File: src/rtl/kcv_pkg.sv
package kcv_pkg;

  localparam int W      = 48;
  localparam int OPW    = 52;
  localparam int HALFW  = OPW / 2;
  localparam int ACCW   = 2 * OPW;
  localparam int QW     = 53;
  localparam int DW     = ACCW - QW;
  localparam int CFG_IW = 2;

  localparam logic [CFG_IW-1:0] REG_PROCESS_NOISE     = CFG_IW'(0);
  localparam logic [CFG_IW-1:0] REG_MEASUREMENT_NOISE = CFG_IW'(1);

  localparam logic [W-1:0] PN_RESET = W'(42949673);
  localparam logic [W-1:0] MN_RESET = W'(429496730);
  localparam logic [W-1:0] ONE_Q32  = W'(64'h1_0000_0000);
  localparam logic [W-1:0] U48_MAX  = {W{1'b1}};
  localparam logic [QW-1:0] MAG_SAT = QW'(1) << 52;

  localparam logic signed [53:0] SMAX54 = 54'sd140737488355327;
  localparam logic signed [53:0] SMIN54 = -54'sd140737488355328;

  typedef struct packed {
    logic            start;
    logic [OPW-1:0]  x;
    logic [OPW-1:0]  y;
    logic [DW-1:0]   d;
  } md_req_t;

  typedef struct packed {
    logic           done;
    logic [QW-1:0]  quo;
  } md_rsp_t;

  function automatic logic [W-1:0] sat48(input logic signed [53:0] v);
    logic [W-1:0] res;
    if (v > SMAX54) res = SMAX54[W-1:0];
    else if (v < SMIN54) res = SMIN54[W-1:0];
    else res = v[W-1:0];
    return res;
  endfunction

endpackage

File: src/rtl/kcv_muldiv.sv
module kcv_muldiv (
  input  logic             clk,
  input  logic             rst_n,
  input  kcv_pkg::md_req_t req,
  output kcv_pkg::md_rsp_t rsp
);
  import kcv_pkg::*;

  localparam logic [1:0] ST_IDLE = 2'd0;
  localparam logic [1:0] ST_MUL  = 2'd1;
  localparam logic [1:0] ST_CHK  = 2'd2;
  localparam logic [1:0] ST_DIV  = 2'd3;

  logic [1:0]       st_r;
  logic [1:0]       k_r;
  logic [5:0]       cnt_r;
  logic [OPW-1:0]   x_r, y_r;
  logic [DW-1:0]    d_r, rem_r;
  logic [ACCW-1:0]  acc_r;
  logic [QW-1:0]    quo_r;
  logic             done_r;

  logic [HALFW-1:0] xp, yp;
  logic [OPW-1:0]   prod;
  logic [1:0]       sh;
  logic [ACCW-1:0]  prod_ext;
  logic [DW:0]      rem2;
  logic             ge;

  assign xp       = k_r[1] ? x_r[OPW-1:HALFW] : x_r[HALFW-1:0];
  assign yp       = k_r[0] ? y_r[OPW-1:HALFW] : y_r[HALFW-1:0];
  assign prod     = xp * yp;
  assign sh       = 2'(k_r[1]) + 2'(k_r[0]);
  assign prod_ext = ACCW'(prod) << (HALFW * sh);
  assign rem2     = {rem_r, acc_r[QW-1]};
  assign ge       = rem2 >= {1'b0, d_r};

  always_ff @(posedge clk) begin
    if (!rst_n) begin
      st_r   <= ST_IDLE;
      done_r <= 1'b0;
    end else begin
      done_r <= 1'b0;
      case (st_r)
        ST_IDLE: begin
          if (req.start) begin
            x_r   <= req.x;
            y_r   <= req.y;
            d_r   <= req.d;
            acc_r <= ACCW'(req.d >> 1);
            k_r   <= 2'd0;
            st_r  <= ST_MUL;
          end
        end
        ST_MUL: begin
          acc_r <= acc_r + prod_ext;
          k_r   <= k_r + 2'd1;
          if (k_r == 2'd3) st_r <= ST_CHK;
        end
        ST_CHK: begin
          if (d_r == '0) begin
            quo_r  <= '0;
            done_r <= 1'b1;
            st_r   <= ST_IDLE;
          end else if (acc_r[ACCW-1:QW] >= d_r) begin
            quo_r  <= '1;
            done_r <= 1'b1;
            st_r   <= ST_IDLE;
          end else begin
            rem_r <= acc_r[ACCW-1:QW];
            quo_r <= '0;
            cnt_r <= 6'(QW);
            st_r  <= ST_DIV;
          end
        end
        ST_DIV: begin
          rem_r <= ge ? DW'(rem2 - {1'b0, d_r}) : rem2[DW-1:0];
          quo_r <= {quo_r[QW-2:0], ge};
          acc_r <= acc_r << 1;
          cnt_r <= cnt_r - 6'd1;
          if (cnt_r == 6'd1) begin
            done_r <= 1'b1;
            st_r   <= ST_IDLE;
          end
        end
        default: st_r <= ST_IDLE;
      endcase
    end
  end

  assign rsp.done = done_r;
  assign rsp.quo  = quo_r;

endmodule

File: config.mk
export PLATFORM = sky130hd
export DESIGN_NAME = kcv_muldiv
export DESIGN_NICKNAME = d
export VERILOG_FILES = /design/src/rtl/kcv_pkg.sv /design/src/rtl/kcv_muldiv.sv
export SDC_FILE = /design/constraint.sdc
export NUM_CORES = 2
export LEC_CHECK = 0
export BUFFER_PORTS_ARGS = -buffer_cell sky130_fd_sc_hd__buf_2
export CORE_UTILIZATION = 40
export CTS_BUF_LIST = sky130_fd_sc_hd__clkbuf_2
export DETAILED_ROUTE_END_ITERATION = 16
export GPL_TIMING_DRIVEN = 0
export SLEW_MARGIN = 0
export SYNTH_ARGS = -nofsm -noshare
export SYNTH_HDL_FRONTEND = slang
export SYNTH_SLANG_ARGS = --single-unit
File: constraint.sdc
create_clock -name clk -period 12.3 [get_ports clk]
set_input_delay 1.23 -clock clk [delete_from_list [all_inputs] [get_ports clk]]
set_output_delay 1.23 -clock clk [all_outputs]
set_load 0.005 [all_outputs]
==> run summary <==
========================================================================================
Maximum capacitance violations                                                         0
Total overflow reported by the global router                                           0
Largest fanout of any net on the critical path                                        10
Area leader, netlist                                                        sky130_fd_sc_hd__fa_1
Relative slew margins                                                             0.0717
Leading post-synthesis cells by instance count                              sky130_fd_sc_hd__inv_1 (752), sky130_fd_sc_hd__nor2_1 (676), sky130_fd_sc_hd__nand2_1 (638)
Sequential fraction of the synthesis area                                          0.220
Critical path capture point type                                               flip-flop
Largest net degree at the start of global routing                                     46
Number of top-level pins                                                             212
Die width                                                                    359 microns
DR WL/cell                                                                  25.8 microns
ANT nets after route                                                                   0
Required time worst endpoint                                                    13.36 ns
Slew at the pin closest to its max-slew limit                                    1.39 ns
Worst hold path endpoint                                                         x_r[48]
Final hold violation count                                                             0
Critical setup path kind                                                         reg2reg
Maximum clock skew at final layout                                              0.391 ns
Total Die Area                                                              129000 sq um
H-tree depth                                                                           3
Final max-slew violation count                                                         0
Cell area after synthesis                                                    50900 sq um
Run status                                                                  finished clean
Global-route wire length before repair                                      299000 microns
Proportion of synthesized flip-flops having asynchronous set or reset                  0
Most frequent cell on the critical path                                     sky130_fd_sc_hd__fa_1
RR Startpoint                                                                     k_r[0]
Synth unique cells                                                                   105
Register-to-register path setup slack                                            0.15 ns
Count of standard-cell rows                                                          130
Post-route fraction of the period consumed by the critical path                    0.988
Clock tree root buffer cell                                                 sky130_fd_sc_hd__clkbuf_2
Post-Syn Instances                                                                  5749
Latest clock arrival within the worst-skew pair                                  1.68 ns
Layout overhead on the synthesized area                                            17.4%
CP max stage delay                                                               0.56 ns
Master of the slowest instance on the critical path                         sky130_fd_sc_hd__fa_1
Synthesized area per cell                                                     8.85 sq um
Initial standard-cell utilization of the core                                      0.404
Post-route cell area                                                         59700 sq um
Setup-violating endpoint count in the final report                                     0
Drc violations                                                                         0
Post-synth net total                                                                6889
Count of input and output buffers                                                    211
Std-Cell Core Area                                                          126000 sq um
Count of flip-flops with a built-in enable after synthesis                           371
Data arrival, critical path                                                     13.21 ns
Largest cells by area after synthesis                                       sky130_fd_sc_hd__fa_1 (23%), sky130_fd_sc_hd__edfxtp_1 (22%), sky130_fd_sc_hd__ha_1 (10%)
Flip-flop cell with the highest count after synthesis                       sky130_fd_sc_hd__edfxtp_1
Start point of the worst hold path                                              req[151]
Vias in the first global route                                                     45700
Clock Tree Buf Depth                                                                   3
Count of routing violations after the opening detailed-route iteration              5016
Vert. Die Dim                                                                359 microns
Hold crit path type                                                               in2reg
Initial antenna violation count                                                       15
Worst hold stages                                                                      2
Avg Vias per Cell                                                                   5.75
Fraction of layout instances using a drive strength above 1                        0.139
First drt pass iteration count                                                         6
Clock Pin Slew Worst Setup and Hold Paths                                        0.11 ns
Worst-case reg-to-reg path depth                                                      43
Aggregate routed wire length                                                208000 microns
Count of vias placed by the detailed router                                        46400
Total number of clock tree sinks                                                     374
Final Net Count                                                                     7460
Time the final worst path needs with I/O delays and setup                       12.15 ns
Clock tree from TritonCTS                                                           done
Critical R2R Capture                                                          acc_r[103]
RSZ-0062 raised after global routing                                                 yes
Total half-perimeter wirelength after legalization and detailed placement   170000 microns
Yosys warns                                                                            0
Cell area after placement                                                    54300 sq um
Post-synthesis register bit count                                                    374
TritonCTS Buffers                                                                    106
Overall global routing resource usage                                              0.318
Kind of start point of the critical path                                       flip-flop
Leading cell type by number of instances after synthesis                    sky130_fd_sc_hd__inv_1
GPL Wtd Cong                                                                        1.04
Highest attainable clock frequency                                              82.3 MHz
Proportion of netlist area held by the largest area contributor                    0.227
========================================================================================
critical path, delay by kind of cell (launching register included):
kind	cells	cell delay, ns
XOR/XNOR	1	0.17
flip-flops	1	0.44
multiplexers	1	0.35
AND/OR/NAND/NOR	7	1.36
adder cells (fa/ha/maj)	9	4.25
buffers and inverters	8	0.95
AO/OA/AOI/OAI	17	4.21
sequential cells by signal, indices dropped and copies added (netlist names), 2 cells and up:
name,cells
quo_r,53
acc_r,104
d_r,51
cnt_r,6
k_r,2
st_r,2
x_r,52
y_r,52
rem_r,51
layer usage:
| layer | wire length [microns] | track usage |
|---|---|---|
| met1 | 88900 | 0.448 |
| met2 | 88000 | 0.462 |
| met3 | 24500 | 0.100 |
| met4 | 5930 | 0.0936 |
| met5 | 541 | 0.0133 |
cell usage in the layout (no fill, tap or decap), drive strengths merged, types with 103 or more instances in the layout:
| cell type | n |
|---|---|
| nand2 | 638 |
| a21o | 230 |
| buf | 397 |
| xnor2 | 103 |
| nor2 | 677 |
| o21ai | 260 |
| edfxtp | 371 |
| ha | 406 |
| inv | 757 |
| a21oi | 423 |
| fa | 576 |
| dlygate4sd3 | 156 |
| clkbuf | 345 |
| mux2i | 118 |
area by class of cell:
class,count,area (sq um)
Antenna cell,14,35.0
Buffer,276,1780
Clock buffer,149,746
Clock inverter,40,229
Fill cell,12300,66200
Inverter,754,2830
Multi-Input combinational cell,4335,37100
Sequential cell,374,11200
Tap cell,1650,2060
Timing Repair Buffer,473,3730
cell families (layout without fill, tap and decap cells):
group | after synthesis | after routing | share of synthesized area
fa+ha+maj | 982 | 982 | 0.327
buf+inv | 1041 | 1692 | 0.0777
mux | 192 | 193 | 0.0403
other cells | 0 | 14 | 0
simple gates | 1705 | 1705 | 0.144
compound gates | 1275 | 1275 | 0.160
xor+xnor | 180 | 180 | 0.0311
flops | 374 | 374 | 0.220
how the worst max path moves through the flow:
stage	start	endpoint	slack [ns]	cells after the start
2_1_floorplan	k_r[0]	acc_r[103]	1.27	44
3_3_place_gp	k_r[1]	acc_r[103]	-3.41	43
3_5_place_dp	k_r[0]	acc_r[103]	-3.40	43
4_1_cts	k_r[1]	acc_r[103]	-0.05	44
5_1_grt	k_r[1]	acc_r[103]	-0.09	46
6_report	k_r[0]	acc_r[103]	0.15	43
per-stage QoR:
stage	cells	setup TNS [ns]	setup slack (ns)	hold WS, ns	utilization
2_1_floorplan	5749	0	1.27	0.529	-
3_3_place_gp	7610	-310.84	-3.41	0.522	0.429
3_5_place_dp	7628	-160.92	-3.40	0.530	0.432
4_1_cts	8003	-0.0536	-0.0536	0.0513	0.464
5_1_grt	8057	-0.262	-0.0872	0.156	0.474
6_report	8065	0	0.150	0.265	0.474
timing repair:
item / in CTS / in global routing
hold buffers: 156 / 0
gates cloned: 0 / 3
setup endpoints to repair: 79 / 42
buffers inserted: 32 / 54
hold endpoints to repair: 202 / 0
pin swaps: 8 / 32
resized for setup: 347 / 237
Power is not shown: default switching activity piles up to over one toggle a cycle in this logic, so the estimate is an artifact.
